## config.mk

```make
export PLATFORM = sky130hd
export DESIGN_NAME = ile_ctrl
export DESIGN_NICKNAME = d
export VERILOG_FILES = /design/src/rtl/ile_pkg.sv /design/src/rtl/ile_ctrl.sv
export SDC_FILE = /design/constraint.sdc
export NUM_CORES = 1
export LEC_CHECK = 0
export ABC_AREA = 1
export BUFFER_PORTS_ARGS = -buffer_cell sky130_fd_sc_hd__buf_2
export CORE_MARGIN = 5
export CORE_UTILIZATION = 44
export DETAILED_ROUTE_END_ITERATION = 6
export PLACE_DENSITY = 0.77
export SYNTH_ARGS = -nofsm -noshare
export SYNTH_HDL_FRONTEND = slang
export SYNTH_SLANG_ARGS = --single-unit
```

## constraint.sdc

```tcl
create_clock -name clk -period 1.36 [get_ports clk]
set_input_delay 0.068 -clock clk [delete_from_list [all_inputs] [get_ports clk]]
set_output_delay 0.068 -clock clk [all_outputs]
set_load 0.1 [all_outputs]
```

## src/rtl/ile_pkg.sv

```systemverilog
// Shared types, codes and functions of the indexed list engine.
package ile_pkg;

  localparam int DEPTH_DEF = 64;
  localparam int WORD_W    = 64;

  localparam logic [1:0] ST_OK    = 2'd0;
  localparam logic [1:0] ST_RANGE = 2'd1;
  localparam logic [1:0] ST_FULL  = 2'd2;

  typedef enum logic [2:0] {
    REQ_APPEND = 3'd0,
    REQ_READ   = 3'd1,
    REQ_WRITE  = 3'd2,
    REQ_REMOVE = 3'd3,
    REQ_INSERT = 3'd4,
    REQ_CLEAR  = 3'd5,
    REQ_SEARCH = 3'd6
  } req_kind_t;

  typedef struct packed {
    logic [2:0]        req_type;
    logic [5:0]        position;
    logic [WORD_W-1:0] item_word;
  } ile_req_t;

  typedef struct packed {
    logic [WORD_W-1:0] read_word;
    logic              found;
    logic [6:0]        entry_count;
    logic [1:0]        status;
  } ile_rsp_t;

  typedef enum logic [2:0] {
    S_IDLE,
    S_CHECK,
    S_RD_WAIT,
    S_SHIFT_DN,
    S_SHIFT_UP,
    S_INS_PUT,
    S_SEARCH,
    S_FINISH
  } state_t;

  typedef enum logic [1:0] {
    CNT_HOLD,
    CNT_INC,
    CNT_DEC,
    CNT_CLR
  } cnt_op_t;

  typedef enum logic [2:0] {
    IDX_HOLD,
    IDX_POS,
    IDX_COUNT,
    IDX_ZERO,
    IDX_INC,
    IDX_DEC
  } idx_op_t;

  typedef enum logic [2:0] {
    RD_NONE,
    RD_POS,
    RD_NEXT,
    RD_PREV,
    RD_IDX
  } rd_sel_t;

  typedef enum logic [2:0] {
    WR_NONE,
    WR_APPEND,
    WR_POS,
    WR_BELOW,
    WR_ABOVE
  } wr_sel_t;

  typedef struct packed {
    logic       capture;
    cnt_op_t    cnt_op;
    idx_op_t    idx_op;
    rd_sel_t    rd_sel;
    wr_sel_t    wr_sel;
    logic       cmp_en;
    logic       take_rd;
    logic       st_load;
    logic [1:0] st_value;
    logic       load_out;
  } ile_cmd_t;

  typedef struct packed {
    logic [2:0] kind;
    logic       pos_lt_cnt;
    logic       pos_gt_cnt;
    logic       full;
    logic       next_lt_cnt;
    logic       idx_gt_pos;
    logic       idx_lt_cnt;
  } ile_sts_t;

  // IEEE equality on double bit patterns: signed zeros match, NaN matches nothing.
  function automatic logic ieee_equal(input logic [WORD_W-1:0] a, input logic [WORD_W-1:0] b);
    logic a_nan;
    logic b_nan;
    logic both_zero;
    a_nan     = a[62:0] > 63'h7FF0000000000000;
    b_nan     = b[62:0] > 63'h7FF0000000000000;
    both_zero = (a[62:0] | b[62:0]) == 63'd0;
    return !a_nan && !b_nan && (both_zero || (a == b));
  endfunction

endpackage

```

## src/rtl/ile_ctrl.sv

```systemverilog
// Controller state machine of the indexed list engine.
module ile_ctrl (
  input  logic             clk,
  input  logic             rst,
  input  logic             req_valid,
  output logic             req_ready,
  output logic             rsp_valid,
  input  logic             rsp_ready,
  input  ile_pkg::ile_sts_t sts,
  output ile_pkg::ile_cmd_t cmd
);
  import ile_pkg::*;

  state_t state;
  state_t state_next;
  logic   pend;
  logic   pend_next;
  logic   rsp_valid_next;

  always_ff @(posedge clk) begin
    if (rst) begin
      state     <= S_IDLE;
      pend      <= 1'b0;
      rsp_valid <= 1'b0;
    end else begin
      state     <= state_next;
      pend      <= pend_next;
      rsp_valid <= rsp_valid_next;
    end
  end

  always_comb begin
    state_next = state;
    case (state)
      S_IDLE: begin
        if (req_valid) begin
          state_next = S_CHECK;
        end
      end
      S_CHECK: begin
        state_next = S_FINISH;
        case (sts.kind)
          REQ_READ: begin
            if (sts.pos_lt_cnt) begin
              state_next = S_RD_WAIT;
            end
          end
          REQ_REMOVE: begin
            if (sts.pos_lt_cnt) begin
              state_next = S_SHIFT_DN;
            end
          end
          REQ_INSERT: begin
            if (!sts.pos_gt_cnt && !sts.full) begin
              state_next = S_SHIFT_UP;
            end
          end
          REQ_SEARCH: state_next = S_SEARCH;
          default: state_next = S_FINISH;
        endcase
      end
      S_RD_WAIT: state_next = S_FINISH;
      S_SHIFT_DN: begin
        if (!sts.next_lt_cnt) begin
          state_next = S_FINISH;
        end
      end
      S_SHIFT_UP: begin
        if (!sts.idx_gt_pos) begin
          state_next = S_INS_PUT;
        end
      end
      S_INS_PUT: state_next = S_FINISH;
      S_SEARCH: begin
        if (!sts.idx_lt_cnt) begin
          state_next = S_FINISH;
        end
      end
      S_FINISH: begin
        if (!rsp_valid || rsp_ready) begin
          state_next = S_IDLE;
        end
      end
      default: state_next = S_IDLE;
    endcase
  end

  always_comb begin
    cmd       = '0;
    req_ready = 1'b0;
    pend_next = 1'b0;
    case (state)
      S_IDLE: begin
        req_ready   = !rst;
        cmd.capture = req_valid && !rst;
      end
      S_CHECK: begin
        case (sts.kind)
          REQ_APPEND: begin
            if (sts.full) begin
              cmd.st_load  = 1'b1;
              cmd.st_value = ST_FULL;
            end else begin
              cmd.wr_sel = WR_APPEND;
              cmd.cnt_op = CNT_INC;
            end
          end
          REQ_READ: begin
            if (sts.pos_lt_cnt) begin
              cmd.rd_sel = RD_POS;
            end else begin
              cmd.st_load  = 1'b1;
              cmd.st_value = ST_RANGE;
            end
          end
          REQ_WRITE: begin
            if (sts.pos_lt_cnt) begin
              cmd.wr_sel = WR_POS;
            end else begin
              cmd.st_load  = 1'b1;
              cmd.st_value = ST_RANGE;
            end
          end
          REQ_REMOVE: begin
            if (sts.pos_lt_cnt) begin
              cmd.idx_op = IDX_POS;
            end else begin
              cmd.st_load  = 1'b1;
              cmd.st_value = ST_RANGE;
            end
          end
          REQ_INSERT: begin
            if (sts.pos_gt_cnt) begin
              cmd.st_load  = 1'b1;
              cmd.st_value = ST_RANGE;
            end else if (sts.full) begin
              cmd.st_load  = 1'b1;
              cmd.st_value = ST_FULL;
            end else begin
              cmd.idx_op = IDX_COUNT;
            end
          end
          REQ_CLEAR: cmd.cnt_op = CNT_CLR;
          REQ_SEARCH: cmd.idx_op = IDX_ZERO;
          default: cmd.st_load = 1'b0;
        endcase
      end
      S_RD_WAIT: cmd.take_rd = 1'b1;
      S_SHIFT_DN: begin
        if (sts.next_lt_cnt) begin
          cmd.rd_sel = RD_NEXT;
          cmd.idx_op = IDX_INC;
        end else begin
          cmd.cnt_op = CNT_DEC;
        end
        if (pend) begin
          cmd.wr_sel = WR_BELOW;
        end
        pend_next = sts.next_lt_cnt;
      end
      S_SHIFT_UP: begin
        if (sts.idx_gt_pos) begin
          cmd.rd_sel = RD_PREV;
          cmd.idx_op = IDX_DEC;
        end
        if (pend) begin
          cmd.wr_sel = WR_ABOVE;
        end
        pend_next = sts.idx_gt_pos;
      end
      S_INS_PUT: begin
        cmd.wr_sel = WR_POS;
        cmd.cnt_op = CNT_INC;
      end
      S_SEARCH: begin
        if (sts.idx_lt_cnt) begin
          cmd.rd_sel = RD_IDX;
          cmd.idx_op = IDX_INC;
        end
        cmd.cmp_en = pend;
        pend_next  = sts.idx_lt_cnt;
      end
      S_FINISH: cmd.load_out = !rsp_valid || rsp_ready;
      default: cmd = '0;
    endcase
  end

  always_comb begin
    if (cmd.load_out) begin
      rsp_valid_next = 1'b1;
    end else if (rsp_ready) begin
      rsp_valid_next = 1'b0;
    end else begin
      rsp_valid_next = rsp_valid;
    end
  end

endmodule

```

==> results by group, run 1 <==
Synth
  – Register bit total from synthesis: 5
  – Synthesis Warnings: 0
  – Syn Nets: 128
  – Async SR Flop Fraction: 0
  – Mapped cell area: 670.6 sq um
  – Post-synth EDFFs: 0
  – Post-Synthesis Cells: 114
  – Syn avg cell area: 5.883 sq um
  – Synth cell types: 25
  – Main synth FF type: dfxtp_1
  – Seq/Total Area, Yosys: 0.1493

Place
  – Count of input and output buffers: 32
  – Post-Place Cells: 174
  – Final HPWL from detailed placement: 2.391 mm
  – GP Congestion: 0.8563
  – Placement Setup Slack: -0.1082 ns

Clock tree
  – CTS sink cnt: 5
  – Total CTS buffers: 3
  – Post-CTS Setup Inserts: 12
  – H-tree level count: 1
  – Root Driver: clkbuf_4
  – CTS max path bufs: 2
  – Hold_buf cts: 0
  – Number of gates resized after CTS: 38

Run status
  – Exit stage: clock tree synthesis (4_1_cts)
  – Error: [ERROR DPL-0038] Utilization greater than 100%, impossible to legalize
  – Status: stopped before the end

Floorplan
  – DIE WIDTH: 49.04 um
  – Initial Util: 0.4558
  – I/O pin count: 33
  – Die height: 49.04 um
  – Cell row count: 14
[synthesized netlist by cell type (2+ instances only)]
cell type | count | area [sq um]
nand2_1 | 26 | 97.59
inv_1 | 17 | 63.81
nor2_1 | 15 | 56.30
nand3_1 | 10 | 50.05
a21oi_1 | 6 | 30.03
dfxtp_1 | 5 | 100.1
nand4_1 | 5 | 31.28
nor3_1 | 5 | 25.02
o21ai_0 | 4 | 20.02
buf_6 | 3 | 33.78
nand2_2 | 3 | 18.77
nand4_2 | 2 | 25.02
[cells by family after synthesis]
group	after synthesis	synth area share
AND/OR/NAND/NOR	70	0.5187
buffers and inverters	23	0.1754
AO/OA/AOI/OAI	15	0.1381
flip-flops	5	0.1493
adder cells (fa/ha/maj)	1	0.01865
[stage by stage]
step / area, sq um / TNS, ns
2_1_floorplan: 852.1 / -3.433
3_3_place_gp: 1396 / -0.1270
3_5_place_dp: 1396 / -0.7545
==> inputs of run 2 (changes only) <==
--- a/config.mk
+++ b/config.mk
@@ -7,10 +7,10 @@
 export LEC_CHECK = 0
 export ABC_AREA = 1
 export BUFFER_PORTS_ARGS = -buffer_cell sky130_fd_sc_hd__buf_2
-export CORE_MARGIN = 5
-export CORE_UTILIZATION = 44
+export CORE_AREA = 5 5 66 68
 export DETAILED_ROUTE_END_ITERATION = 6
-export PLACE_DENSITY = 0.77
+export DIE_AREA = 0 0 71 73
+export PLACE_DENSITY_LB_ADDON = 0.15
 export SYNTH_ARGS = -nofsm -noshare
 export SYNTH_HDL_FRONTEND = slang
 export SYNTH_SLANG_ARGS = --single-unit
==> run 2 against run 1 <==
Synthesized cell count stayed put. Synthesized area unchanged. The flow now finishes, with violations (setup timing).
==> results by group, run 2 <==
Setup path
  – CP startpoint kind: flip-flop
  – Crit path max fanout: 5
  – Critical path class: reg -> out
  – Critical path required time: 1.29 ns
  – Crit-path cells: buf_4 -> nor2_4 -> nand3_4 -> buf_6 -> a31oi_4 -> buf_12
  – CP top delay family: buffers and inverters
  – Setup crit end kind: output pin
  – Buf/Inv on CP: 3
  – Slowest cell on crit path: dfxtp_4
  – Critical Path Max Stage Delay: 0.36 ns
  – Worst Path Arrival: 1.49 ns

Floorplan
  – Core area: 0.003799 sq mm
  – Cell row count: 23 (+9)
  – Die area: 0.005183 sq mm
  – DIE WIDTH: 71 um (+45%)
  – Initial Util: 0.1765 (-0.2792)
  – I/O pin count: 33 (unchanged)
  – Die height: 73 um (+49%)

Clock tree
  – Hold_buf cts: 0 (unchanged)
  – H-tree level count: 1 (unchanged)
  – CTS max path bufs: 2 (unchanged)
  – Worst-skew pair later-pin latency: 0.22 ns
  – Total CTS buffers: 3 (unchanged)
  – CTS clk-pin slew, worst paths: 0.03 ns
  – TritonCTS clock tree: built
  – Root Driver: clkbuf_8
  – CTS sink cnt: 5 (unchanged)

Power
  – Total power: 3463 uW
  – Power density cells: 1989 mW/mm^2
  – Comb power frac: 0.837
  – Pint: 1607 uW
  – VDD IR-drop max: 0.001323 V
  – Register share of total power: 0.083
  – Clock power share: 0.080
  – Switch Pwr: 1856 uW
  – Leakage power: 0.0007803 uW
  – Sw frac: 0.5360

Finish
  – Commonest non-fill, non-tap cells in the layout: 21 x nand2_1, 19 x buf_12, 14 x inv_1, 14 x buf_4, 13 x buf_2
  – # fillers: 373
  – P&R area growth vs syn: 159.7%
  – Final nets: 188
  – Commonest non-fill, non-tap cell in the layout: nand2_1
  – Largest regs: state (3), pend (1), rsp_valid (1)
  – Fin cells: 223
  – Share of post-route cells with drive strength above 1: 0.6243
  – Top reg by flops: state
  – ANT cells: 0
  – Max reg flops: 3
  – Final Util: 0.4585

Run status
  – Failing checks: setup timing
  – Status: finished with violations

Global routing
  – Largest net degree at the start of global routing: 8
  – Initial antenna violation count: 0
  – Vias in the first global route: 1024
  – GRT Residual Overflow: 0
  – GRT Total Usage: 0.1060
  – Global-route wire length before repair: 4.471 mm

Synth
  – Post-Synthesis Cells: 114 (unchanged)
  – Post-synth EDFFs: 0 (unchanged)
  – Mapped cell area: 670.6 sq um (unchanged)
  – Synth area leaders: dfxtp_1 15%, nand2_1 15%, inv_1 9.5%, nor2_1 8.4%, nand3_1 7.5%
  – Most instantiated library cell after synthesis: nand2_1
  – Synthesis Warnings: 0 (unchanged)
  – Synth cell types: 25 (unchanged)
  – Async SR Flop Fraction: 0 (unchanged)
  – Area leader, netlist: dfxtp_1
  – Main synth FF type: dfxtp_1
  – Register bit total from synthesis: 5 (unchanged)
  – Syn Nets: 128 (unchanged)
  – Yosys top cell area share: 0.1493 (unchanged)
  – Syn avg cell area: 5.883 sq um (unchanged)
  – Seq/Total Area, Yosys: 0.1493 (unchanged)
  – Most frequent cells after synthesis: 26 x nand2_1, 17 x inv_1, 15 x nor2_1, 10 x nand3_1, 6 x a21oi_1

STA
  – Hold_ws: 0.09766 ns
  – Crit path time final: 1.562 ns
  – Slew HR: 0.6759
  – Slew Limit Fails: 0
  – RSZ-0062 raised after global routing: yes
  – Clock Skew: 0.001375 ns
  – Slew at the pin closest to its max-slew limit: 0.4895 ns
  – Min setup slack post-route: -0.2017 ns
  – # setup viols final: 16
  – Final hold vios: 0
  – Tcrit/Tclk final: 1.148
  – Fmax: 640.3 MHz

Place
  – Final HPWL from detailed placement: 2.073 mm (-13%)
  – Post-Place Cells: 211 (+21%)
  – Count of input and output buffers: 32 (unchanged)
  – GP Congestion: 0.8252 (-3.6%)

Routing
  – Vias per std cell: 4.247
  – Final ANT Viol Nets: 0
  – DR WL/cell: 11.83 um
  – Drt first-iter violations: 18
  – DRC: 0
  – Routed Wire Length: 2.639 mm
  – DRT Pass-1 Iters: 4
  – Via Count: 947

Min path
  – Hold WC Path Type: in -> reg

Job
  – Max Cap Violations: 0
==> run 2: logic make-up (layout without fill, tap and decap cells) <==
group	count (synthesis)	after routing	synth area share
AOI/OAI and AO/OA	15	15	0.1381
adders and majority gates	1	1	0.01865
buffers and inverters	23	82	0.1754
DFF	5	5	0.1493
and+or+nand+nor	70	70	0.5187
==> run 2: worst paths after layout <==
path	slack [ns]	cells after the start	from	end
hold reg to reg	0.62	3	rsp_valid$_SDFFE_PP0P_	rsp_valid$_SDFFE_PP0P_
setup / recovery	-0.20	6	state[1]$_SDFFE_PP0P_	cmd[14]
hold / removal	0.1	2	rst	state[1]$_SDFFE_PP0P_
setup reg to reg	0.03	10	state[1]$_SDFFE_PP0P_	state[2]$_SDFFE_PP0P_
==> run 2: area by class of cell <==
type	instances	area, sq um	area share
well taps	50	62.56	0.03592
repair buffers	59	700.7	0.4023
inverters	19	86.33	0.04957
clock buffers	4	45.04	0.02586
flip-flops and latches	5	112.6	0.06466
multi-input cells	86	734.5	0.4217
==> run 2: worst reg2reg max path, cell delays in order (launching register included) <==
cell and delay, ns:
dfxtp_4 0.36, buf_4 0.16, nor2_4 0.14, nand3_4 0.09, buf_4 0.15, nand2_2 0.07
nor2_4 0.05, nand2_2 0.07, nand2_1 0.05, nand2_1 0.05, nor2_1 0.04
==> run 2: layer usage <==
layer | share of wire | GRT usage | vias up
li1 | - | - | 488
met1 | 0.38 | 0.1161 | 419
met2 | 0.53 | 0.1854 | 31
met3 | 0.061 | 0.03306 | 9
met4 | 0.033 | 0.05219 | 0
met5 | 0 | 0 | -
==> run 2: power groups by stage <==
stage | logic (uW) | clock network (uW) | registers (uW)
floorplan | 1600 | 0 | 224
finish | 2900 | 278 | 288
CTS | 2700 | 284 | 281
global placement | 2350 | 0 | 262
detailed placement | 2360 | 0 | 261
global route | 3080 | 291 | 296
==> run 2: timing repair <==
action / in CTS / in global routing
pin swaps: 6 / 13
gates resized for setup: 26 / 18
setup buffers: 6 / 3
endpoints found under the setup margin: 21 / 23
==> run 2: through the flow <==
| step | setup TNS (ns) | worst slack (ns) | cell area (sq um) |
|---|---|---|---|
| 2_1_floorplan | -3.433 | -0.4159 | 852.1 |
| 3_3_place_gp | -0.08105 | -0.03221 | 1461 |
| 3_5_place_dp | -0.1895 | -0.06836 | 1461 |
| 4_1_cts | -2.204 | -0.2133 | 1652 |
| 5_1_grt | -3.184 | -0.2649 | 1742 |
| 6_report | -1.999 | -0.2017 | 1742 |
Note: power is estimated with default switching activity, not from simulation.
